File: config.mk
export PLATFORM = sky130hd
export DESIGN_NAME = lagged_fibonacci_bit_source
export DESIGN_NICKNAME = d
export VERILOG_FILES = /design/src/rtl/core/lfbs_pkg.sv /design/src/rtl/core/lfbs_cell.sv /design/src/rtl/core/lfbs_serializer.sv /design/src/rtl/core/lagged_fibonacci_bit_source.sv
export SDC_FILE = /design/constraint.sdc
export NUM_CORES = 2
export LEC_CHECK = 0
export BUFFER_PORTS_ARGS = -buffer_cell sky130_fd_sc_hd__buf_4
export CAP_MARGIN = 20
export CORE_MARGIN = 2
export CORE_UTILIZATION = 65
export CTS_CLUSTER_DIAMETER = 40
export CTS_CLUSTER_SIZE = 10
export DETAILED_ROUTE_END_ITERATION = 10
export GPL_TIMING_DRIVEN = 0
export PLACE_DENSITY = 0.88
export SYNTH_ARGS = -nofsm -noshare
export SYNTH_HDL_FRONTEND = slang
export SYNTH_HIERARCHICAL = 1
export SYNTH_SLANG_ARGS = --single-unit
File: constraint.sdc
create_clock -name clk -period 10.1 [get_ports clk]
set_input_delay 1.01 -clock clk [delete_from_list [all_inputs] [get_ports clk]]
set_output_delay 1.01 -clock clk [all_outputs]
set_load 0.02 [all_outputs]
File: src/rtl/core/lfbs_pkg.sv
package lfbs_pkg;

  localparam int STORE_DEPTH_DEF  = 32;
  localparam int LAG_DISTANCE_DEF = 3;
  localparam int WORD_BITS_DEF    = 32;

  localparam int SEED_INDEX_BITS = 5;
  localparam int SEED_WORD_BITS  = 32;

  typedef enum logic [0:0] {
    FUNC_DRAW = 1'b0,
    FUNC_SEED = 1'b1
  } func_t;

  typedef struct packed {
    logic shift;
    logic insert;
    logic seed;
  } cell_ctrl_t;

endpackage

File: src/rtl/core/lfbs_cell.sv
module lfbs_cell import lfbs_pkg::*; #(
  parameter int WORD_BITS = WORD_BITS_DEF
) (
  input  logic                 clk,
  input  logic                 rst,
  input  cell_ctrl_t           ctrl,
  input  logic [WORD_BITS-1:0] neighbor,
  input  logic [WORD_BITS-1:0] sum,
  input  logic [WORD_BITS-1:0] seed_word,
  output logic [WORD_BITS-1:0] word
);

  always_ff @(posedge clk) begin
    if (rst) begin
      word <= '0;
    end else if (ctrl.seed) begin
      word <= seed_word;
    end else if (ctrl.shift) begin
      word <= ctrl.insert ? sum : neighbor;
    end
  end

endmodule

File: src/rtl/core/lfbs_serializer.sv
module lfbs_serializer import lfbs_pkg::*; #(
  parameter int WORD_BITS = WORD_BITS_DEF
) (
  input  logic                 clk,
  input  logic                 rst,
  input  logic                 draw,
  input  logic [WORD_BITS-1:0] sum,
  output logic                 empty,
  output logic                 out_valid,
  input  logic                 out_stall,
  output logic                 random_bit
);

  localparam int CNT_W = $clog2(WORD_BITS + 1);

  logic [WORD_BITS-1:0] bit_buffer;
  logic [WORD_BITS-1:0] bit_buffer_next;
  logic [CNT_W-1:0]     bits_remaining;
  logic [CNT_W-1:0]     bits_remaining_next;
  logic                 bit_next;

  assign empty = (bits_remaining == '0);

  always_comb begin
    if (empty) begin
      bit_next            = sum[0];
      bit_buffer_next     = sum >> 1;
      bits_remaining_next = CNT_W'(WORD_BITS - 1);
    end else begin
      bit_next            = bit_buffer[0];
      bit_buffer_next     = bit_buffer >> 1;
      bits_remaining_next = bits_remaining - CNT_W'(1);
    end
  end

  always_ff @(posedge clk) begin
    if (rst) begin
      bits_remaining <= '0;
      bit_buffer     <= '0;
      out_valid      <= 1'b0;
    end else if (draw) begin
      bits_remaining <= bits_remaining_next;
      bit_buffer     <= bit_buffer_next;
      out_valid      <= 1'b1;
    end else if (!out_stall) begin
      out_valid <= 1'b0;
    end
  end

  // output beat payload
  always_ff @(posedge clk) begin
    if (draw) begin
      random_bit <= bit_next;
    end
  end

`ifndef ASSERT_OFF
  a_cnt_range: assert property (@(posedge clk) disable iff (rst)
    bits_remaining <= CNT_W'(WORD_BITS))
    else $error("bit count out of range");

  a_refill: assert property (@(posedge clk) disable iff (rst)
    draw && empty |=> bits_remaining == CNT_W'(WORD_BITS - 1))
    else $error("refill did not load a full word");

  a_rose_draw: assert property (@(posedge clk) disable iff (rst)
    $rose(out_valid) |-> $past(draw))
    else $error("output beat without a draw");
`endif

endmodule

File: src/rtl/core/lagged_fibonacci_bit_source.sv
// Additive lagged Fibonacci bit source. Draw beats (func = 0) return one bit each,
// least significant bit of each generated word first; seed beats (func = 1) write one
// store word and return nothing. One beat is taken every cycle: the store is a ring of
// word cells that rotates by one position whenever a new word is needed, and the one
// adder producing that word sits in the same cycle as the draw, so a refill never holds up
// a draw. Draw beats stall only while a produced bit is held on a stalled output;
// seed beats are taken even then. The store resets to all zeros, so seed it before use.
module lagged_fibonacci_bit_source import lfbs_pkg::*; #(
  parameter int STORE_DEPTH  = STORE_DEPTH_DEF,
  parameter int LAG_DISTANCE = LAG_DISTANCE_DEF,
  parameter int WORD_BITS    = WORD_BITS_DEF
) (
  input  logic                       clk,
  input  logic                       rst,
  input  logic                       in_valid,
  output logic                       in_stall,
  input  logic                       func,
  input  logic [SEED_INDEX_BITS-1:0] seed_index,
  input  logic [SEED_WORD_BITS-1:0]  seed_word,
  output logic                       out_valid,
  input  logic                       out_stall,
  output logic                       random_bit
);

  localparam int PW    = $clog2(STORE_DEPTH);
  localparam int CW    = ((PW > SEED_INDEX_BITS) ? PW : SEED_INDEX_BITS) + 1;
  localparam int FRONT = LAG_DISTANCE % STORE_DEPTH;

  // cell k holds store entry (back_pointer + k) mod depth
  logic [WORD_BITS-1:0] words [STORE_DEPTH];
  logic [WORD_BITS-1:0] sum;
  logic [WORD_BITS-1:0] seed_value;
  logic [PW-1:0]        back_pointer;
  logic [CW-1:0]        idx_w;
  logic [CW-1:0]        back_w;
  logic [CW-1:0]        pos_w;
  logic [PW-1:0]        seed_pos;
  logic                 seed_hit;
  logic                 accept;
  logic                 draw;
  logic                 seed_fire;
  logic                 empty;
  logic                 advance;

  assign in_stall  = out_valid && out_stall && (func == FUNC_DRAW);
  assign accept    = in_valid && !in_stall;
  assign draw      = accept && (func == FUNC_DRAW);
  assign seed_fire = accept && (func == FUNC_SEED) && seed_hit;
  assign advance   = draw && empty;

  assign sum        = words[0] + words[FRONT];
  assign seed_value = WORD_BITS'(seed_word);

  // map the absolute seed index onto the rotated ring
  always_comb begin
    idx_w    = CW'(seed_index);
    back_w   = CW'(back_pointer);
    seed_hit = idx_w < CW'(STORE_DEPTH);
    if (idx_w >= back_w) begin
      pos_w = idx_w - back_w;
    end else begin
      pos_w = idx_w + CW'(STORE_DEPTH) - back_w;
    end
    seed_pos = pos_w[PW-1:0];
  end

  always_ff @(posedge clk) begin
    if (rst) begin
      back_pointer <= '0;
    end else if (advance) begin
      if (back_pointer == PW'(STORE_DEPTH - 1)) begin
        back_pointer <= '0;
      end else begin
        back_pointer <= back_pointer + PW'(1);
      end
    end
  end

  for (genvar k = 0; k < STORE_DEPTH; k++) begin : g_cell
    cell_ctrl_t ctrl;

    assign ctrl.shift  = advance;
    assign ctrl.insert = (((k + 1) % STORE_DEPTH) == FRONT);
    assign ctrl.seed   = seed_fire && (seed_pos == PW'(k));

    lfbs_cell #(
      .WORD_BITS (WORD_BITS)
    ) u_cell (
      .clk       (clk),
      .rst       (rst),
      .ctrl      (ctrl),
      .neighbor  (words[(k + 1) % STORE_DEPTH]),
      .sum       (sum),
      .seed_word (seed_value),
      .word      (words[k])
    );
  end

  lfbs_serializer #(
    .WORD_BITS (WORD_BITS)
  ) u_serializer (
    .clk        (clk),
    .rst        (rst),
    .draw       (draw),
    .sum        (sum),
    .empty      (empty),
    .out_valid  (out_valid),
    .out_stall  (out_stall),
    .random_bit (random_bit)
  );

endmodule

### After elaboration in Yosys (flattened, before gate mapping)

Index checks and enable logic that the tools add are counted.

* register bits: 1069
* input port bits: 42

* add/sub/neg operators: 6
* order comparisons: 1
* equality and inequality tests: 33
* muxes and demuxes: 71
* bitwise gates (word level): 1
* reductions and logical operators: 73

Operators with widths (count)
* 32-bit 2-to-1 mux: 64
* 5-bit == test (second input constant): 17
* 2-bit nonzero test: 32
* 5-bit by 4-bit == test with 1-bit output (second input constant): 8
* 1-bit logical AND: 38
* 32-bit adder: 1
* 31-bit 2-to-1 mux: 1
* 5-bit by 3-bit == test with 1-bit output (second input constant): 4
* 5-bit by 1-bit adder with 5-bit output (second input constant): 2
* 5-bit by 2-bit == test with 1-bit output (second input constant): 2
* 5-bit 2-to-1 mux: 2
* 5-bit subtractor: 2
* 6-bit zero test: 1
* 6-bit 2-to-1 mux: 1
* 6-bit by 1-bit subtractor with 6-bit output (second input constant): 1
* 5-bit by 1-bit == test with 1-bit output (second input constant): 1
* 5-bit greater-or-equal comparator: 1
* 5-bit zero test: 1
* 1-bit 2-to-1 mux: 3
* 2-bit by 1-bit != test with 1-bit output (second input constant): 1
* 1-bit zero test: 1
* 1-bit NOT: 1

### Longest topological paths before layout

* word-level depth: 8
* gate-level depth with buffers: 16
* depth with buffers taken out: 13

### Hierarchy

Netlist, hierarchy kept.

Modules (own cells, without submodules)
* lfbs_cell: instances 32, cells an instance 186, area each 2089.5 um^2, seq. area each 640.6 um^2
* lagged_fibonacci_bit_source: instances 1, cells an instance 341, area each 2371.0 um^2, seq. area each 100.1 um^2
* lfbs_serializer: instances 1, cells an instance 218, area each 1855.5 um^2, seq. area each 790.8 um^2

### Worst setup path after synthesis

No wires, ideal clock.

* path type: reg-to-reg
* start point: reg g_cell[3].u_cell.word[1]
* end point: reg g_cell[2].u_cell.word[19]
* data arrival time: 4.527 ns
* data required time: 10.014 ns
* setup slack: 5.487 ns
* cell stages (with the launch flop): 11
* clock period less this slack: 4.613 ns
* path through: dfxtp_1 -> ha_1 -> a211o_1 -> a211oi_2 -> o31ai_2 -> a31o_2 -> nand3_1 -> nor2_1 -> nor4_1 -> mux2i_1 -> o221ai_2

* word-level cells in the longest chain between the ends: 3

Ends and longest elaborated chain
* start: declaration: line lfbs_cell.sv:10 `output logic [WORD_BITS-1:0] word`
* start signal: assignment: line lfbs_cell.sv:17 `word <= seed_word;`
* start signal: assignment: line lfbs_cell.sv:19 `word <= ctrl.insert ? sum : neighbor;`
* 32-bit adder: line lagged_fibonacci_bit_source.sv:51 `assign sum = words[0] + words[FRONT];`
* net sum[19]: line lagged_fibonacci_bit_source.sv:31 `logic [WORD_BITS-1:0] sum;`
* 32-bit 2-to-1 mux: line lfbs_cell.sv:18 `end else if (ctrl.shift) begin`
* 32-bit 2-to-1 mux: line lfbs_cell.sv:16 `end else if (ctrl.seed) begin`
* end signal: assignment: line lfbs_cell.sv:17
* end signal: assignment: line lfbs_cell.sv:19
* end: declaration: line lfbs_cell.sv:10

The timed path passes the listed nets, and every way through them passes these cells. The select of a mux whose other input is x is not followed.
A chain may end at the register's enable or synchronous reset.

### Final worst setup path

* start point: reg u_serializer.bits_remaining[0]
* end point: reg g_cell[9].u_cell.word[4]

* word-level cells in the longest chain between the ends: 3

Ends and longest elaborated chain
* start: declaration: line lfbs_serializer.sv:18 `logic [CNT_W-1:0] bits_remaining;`
* start signal: assignment: line lfbs_serializer.sv:42 `bits_remaining <= bits_remaining_next;`
* 6-bit zero test: line lfbs_serializer.sv:22 `assign empty = (bits_remaining == '0);`
* net empty: line lagged_fibonacci_bit_source.sv:42 `logic empty;`
* 1-bit logical AND: line lagged_fibonacci_bit_source.sv:49 `assign advance = draw && empty;`
* net advance: line lagged_fibonacci_bit_source.sv:43 `logic advance;`
* 2-bit nonzero test (no line)
* end signal: assignment: line lfbs_cell.sv:17
* end signal: assignment: line lfbs_cell.sv:19
* end: declaration: line lfbs_cell.sv:10

The timed path passes the listed nets, and every way through them passes these cells.

==> impl_metrics.csv <==
group,metric,value,unit
outcome,outcome,"finished, final reports clean",
global_route,overflow,0,
yosys,synth-edff-count,1,
yosys,synthArstFlopShare,0,%
global_route,grt_max_degree,111,
clock_tree,worst_skew_pair.late_latency,0.77,ns
drt,routedWlPerCell,28.6,µm
critical_path,critPathKind,"reg2reg",
yosys,synthTopCellsByCount,"dfxtp_1, or4b_1, mux2i_1",
critical_path,critPathLaunch,"u_serializer/bits_remaining[0]",
critical_path,crit_fanout,110,
global_route,grt_pass1_vias,61900,
power_and_ir_drop,fin_total_pwr,11000,µW
job,cap_viol_max_count,0,
yosys,avgSynthCellArea,10.9,µm²
die,die-width,335,µm
die,core,109000,µm²
yosys,yosys.cell_count.top_type,"dfxtp_1",
drt,firstDrtPassIters,8,
critical_path,cp-end-kind,"flip-flop",
yosys,synthTopCellsByArea,"dfxtp_1, o221ai_2, or4b_1",
die,start_util,65.4,%
critical_path,path_cells,"inv_1 -> ha_1 -> nor4b_4 -> nand2_1 -> inv_1 -> nand2_1 -> inv_8 -> buf_16 -> or3b_1 -> buf_6 -> buf_12 -> o221ai_2",
yosys,yosys_most_used_dff,"dfxtp_1",
drt,drtAntennaViolNets,0,
yosys,yosysSeqAreaShare,30.1,%
clock_tree,clk_pin_slew,0.05,ns
global_route,grt_pass1_wl,367,mm
layout,fin_cells,8342,
worst_hold_path,hold_class,"reg2reg",
die,die_area,112000,µm²
yosys,ys_seq_elements,1068,
clock_tree,cts_buffer_depth,3,
yosys,synth_top_area_cell,"dfxtp_1",
die,die_y,335,µm
global_route,grt_antenna_before_repair,0,
critical_path,crit_arrival,5.04,ns
critical_path,r2r_end,"g_cell[9].u_cell/word[4]",
placed_design,place_congestion,0.922,
timing,fin_worst_skew,0.0329,ns
timing,tns,0,ns
drt,first_iter_violations,7202,
timing,worstMarginPinSlew,1.25,ns
critical_path,slowest_delay,0.69,ns
timing,rsz0062_at_grt,"false",
power_and_ir_drop,powerDensity,137,nW/µm²
clock_tree,post_cts_buffers,0,
yosys,synth_area,71100,µm²
clock_tree,cts_tree,"done",
die,placement_rows,121,
critical_path,setup.worst_path.end,"g_cell[9].u_cell/word[4]",
clock_tree,cts_made_buffers,158,
power_and_ir_drop,p_leak,0.0282,µW
clock_tree,ctsHtreeMaxLevel,4,
clock_tree,cts_sinks,1068,
timing,finalHoldViolCount,0,
yosys,synth_top_area_share,30.0,%
critical_path,cp_slowest_cell,"inv_8",
placed_design,dp_hpwl,160,mm
layout,drive_above_1_share,29.8,%
timing,setup_viol,0,
timing,maxSlewHeadroom,16.1,%
critical_path,critical_path_depth,12,
power_and_ir_drop,ir_drop,161,µV
timing,finalMaxSlewViolations,0,
timing,fmax,228,MHz
placed_design,port_buffers,44,
global_route,track_usage,41.4,%
die,ios,45,
drt,routed_wl,239,mm
drt,drc,0,
timing,finalCriticalPeriod,4.38,ns
critical_path,r2r-start,"u_serializer/bits_remaining[0]",
yosys,yosysWarnings,6,
critical_path,rrSetupSlack,5.72,ns
layout,syn2layout_area_growth,12.4,%
clock_tree,ctsHoldBuffers,0,
layout,fin_nets,6896,
yosys,synthesis.instances,6511,
timing,timing.final.crit_share,43.4,%
critical_path,path_buf_inv,6,
placed_design,dp.cells,8067,
drt,vias,62000,
drt,viasPerCell,7.44,
clock_tree,cts_root_buffer,"clkbuf_16",
clock_tree,cts_resized,0,
critical_path,cp_top_family,"simple AND/OR/NAND/NOR gates",
critical_path,r2r_cells,12,
yosys,synthDistinctLibCells,76,
timing,setup_slack,5.72,ns
placed_design,pre_cts_ws,5.34,ns
critical_path,critPathRequiredTime,10.76,ns
worst_hold_path,holdPathStages,2,
critical_path,cp-start-kind,"flip-flop",
[registers in the layout, summed over array words and instances, names as in the netlist]
signal                       flops
u_serializer/bit_buffer         31
u_serializer/bits_remaining      6
u_serializer/out_valid           1
back_pointer                     5
g_cell.u_cell/word            1024
u_serializer/random_bit          1
[worst register-to-register path, stage by stage (launching register included)]
cell      delay, ns
dfxtp_1        0.35
inv_1          0.09
ha_1           0.20
nor4b_4        0.44
nand2_1        0.18
inv_1          0.16
nand2_1        0.57
inv_8          0.70
buf_16         0.42
or3b_1         0.73
buf_6          0.17
buf_12         0.15
o221ai_2       0.14
[layout make-up]
class,count,area [µm²]
antenna,1,2.50
sequential,1068,21400
multi-input combinational,4621,43400
timing repair buffer,112,1370
clock inverter,71,830
inverter,16,67.6
tap,1414,1770
clock buffer,203,4370
fill,6993,28800
buffer,836,6730
[kinds of logic after synthesis]
logic type	Yosys count	share of synthesized area, %
DFF	1068	30.1
AOI/OAI and AO/OA	1210	23.0
muxes	1025	14.4
and+or+nand+nor	2281	21.8
other	2	0.0106
xor gates and xnor gates	32	0.394
adders and majority gates	41	0.743
buffers and inverters	852	9.55
[layout by cell type (no fill, tap or decap), drive strengths merged, types with 6 or more instances in the layout]
| cell type | Yosys | final |
|---|---|---|
| nand2 | 1018 | 1018 |
| dlymetal6s2s | 32 | 32 |
| dfxtp | 1067 | 1067 |
| conb | 2 | 32 |
| or4b | 1026 | 1026 |
| clkinv | 1 | 42 |
| or3b | 32 | 32 |
| ha | 39 | 39 |
| clkbuf | 148 | 351 |
| a21oi | 45 | 45 |
| o21a | 7 | 7 |
| xor2 | 13 | 13 |
| mux2i | 1024 | 1024 |
| nand3b | 33 | 33 |
| inv | 15 | 26 |
| buf | 656 | 768 |
| a21o | 17 | 17 |
| nor2 | 87 | 87 |
| o221ai | 992 | 992 |
| o211ai | 32 | 32 |
| nand3 | 48 | 48 |
| bufinv | 0 | 13 |
| clkinvlp | 0 | 6 |
| a311oi | 32 | 32 |
| o21ai | 52 | 52 |
| a211oi | 9 | 9 |
| xnor2 | 19 | 19 |
[metrics by stage]
stage                     hold slack (ns)  utilization (%)  cell area [µm²]
after CTS                           0.480             73.5            79900
after floorplan                     0.444                -            71200
after global placement              0.455             67.4            73300
after detailed placement            0.472             68.7            74700
after global routing                0.503             73.5            79900
final                               0.482             73.5            79900
[how the worst min path moves through the flow]
stage                                 from                          end  slack [ns]
2_1_floorplan  u_serializer/bit_buffer[30]  u_serializer/bit_buffer[30]        0.44
3_3_place_gp   u_serializer/bit_buffer[30]  u_serializer/bit_buffer[30]        0.45
3_5_place_dp   u_serializer/bit_buffer[30]  u_serializer/bit_buffer[30]        0.47
4_1_cts        u_serializer/bit_buffer[30]  u_serializer/bit_buffer[30]        0.48
5_1_grt        u_serializer/bit_buffer[23]  u_serializer/bit_buffer[23]        0.50
6_report       u_serializer/bit_buffer[18]  u_serializer/bit_buffer[18]        0.48
[layer usage]
| layer | routed length, µm | GRT usage, % | up-vias |
|---|---|---|---|
| met5 | 0 | 0 | - |
| met4 | 16800 | 25.6 | 0 |
| met3 | 28300 | 10.9 | 1276 |
| met2 | 102000 | 62.2 | 4141 |
| met1 | 91300 | 52.9 | 30100 |
| li1 | - | - | 26600 |
[power breakdown]
group          total [µW]  leakage (µW)  internal, µW  switching [µW]
combinational        1200        0.0171           359             837
sequential           4290       0.00861          4260            30.6
clock                5500       0.00256          3380            2120
total               11000        0.0282          8000            2980
No activity file was read; power rests on OpenSTA's default activity.
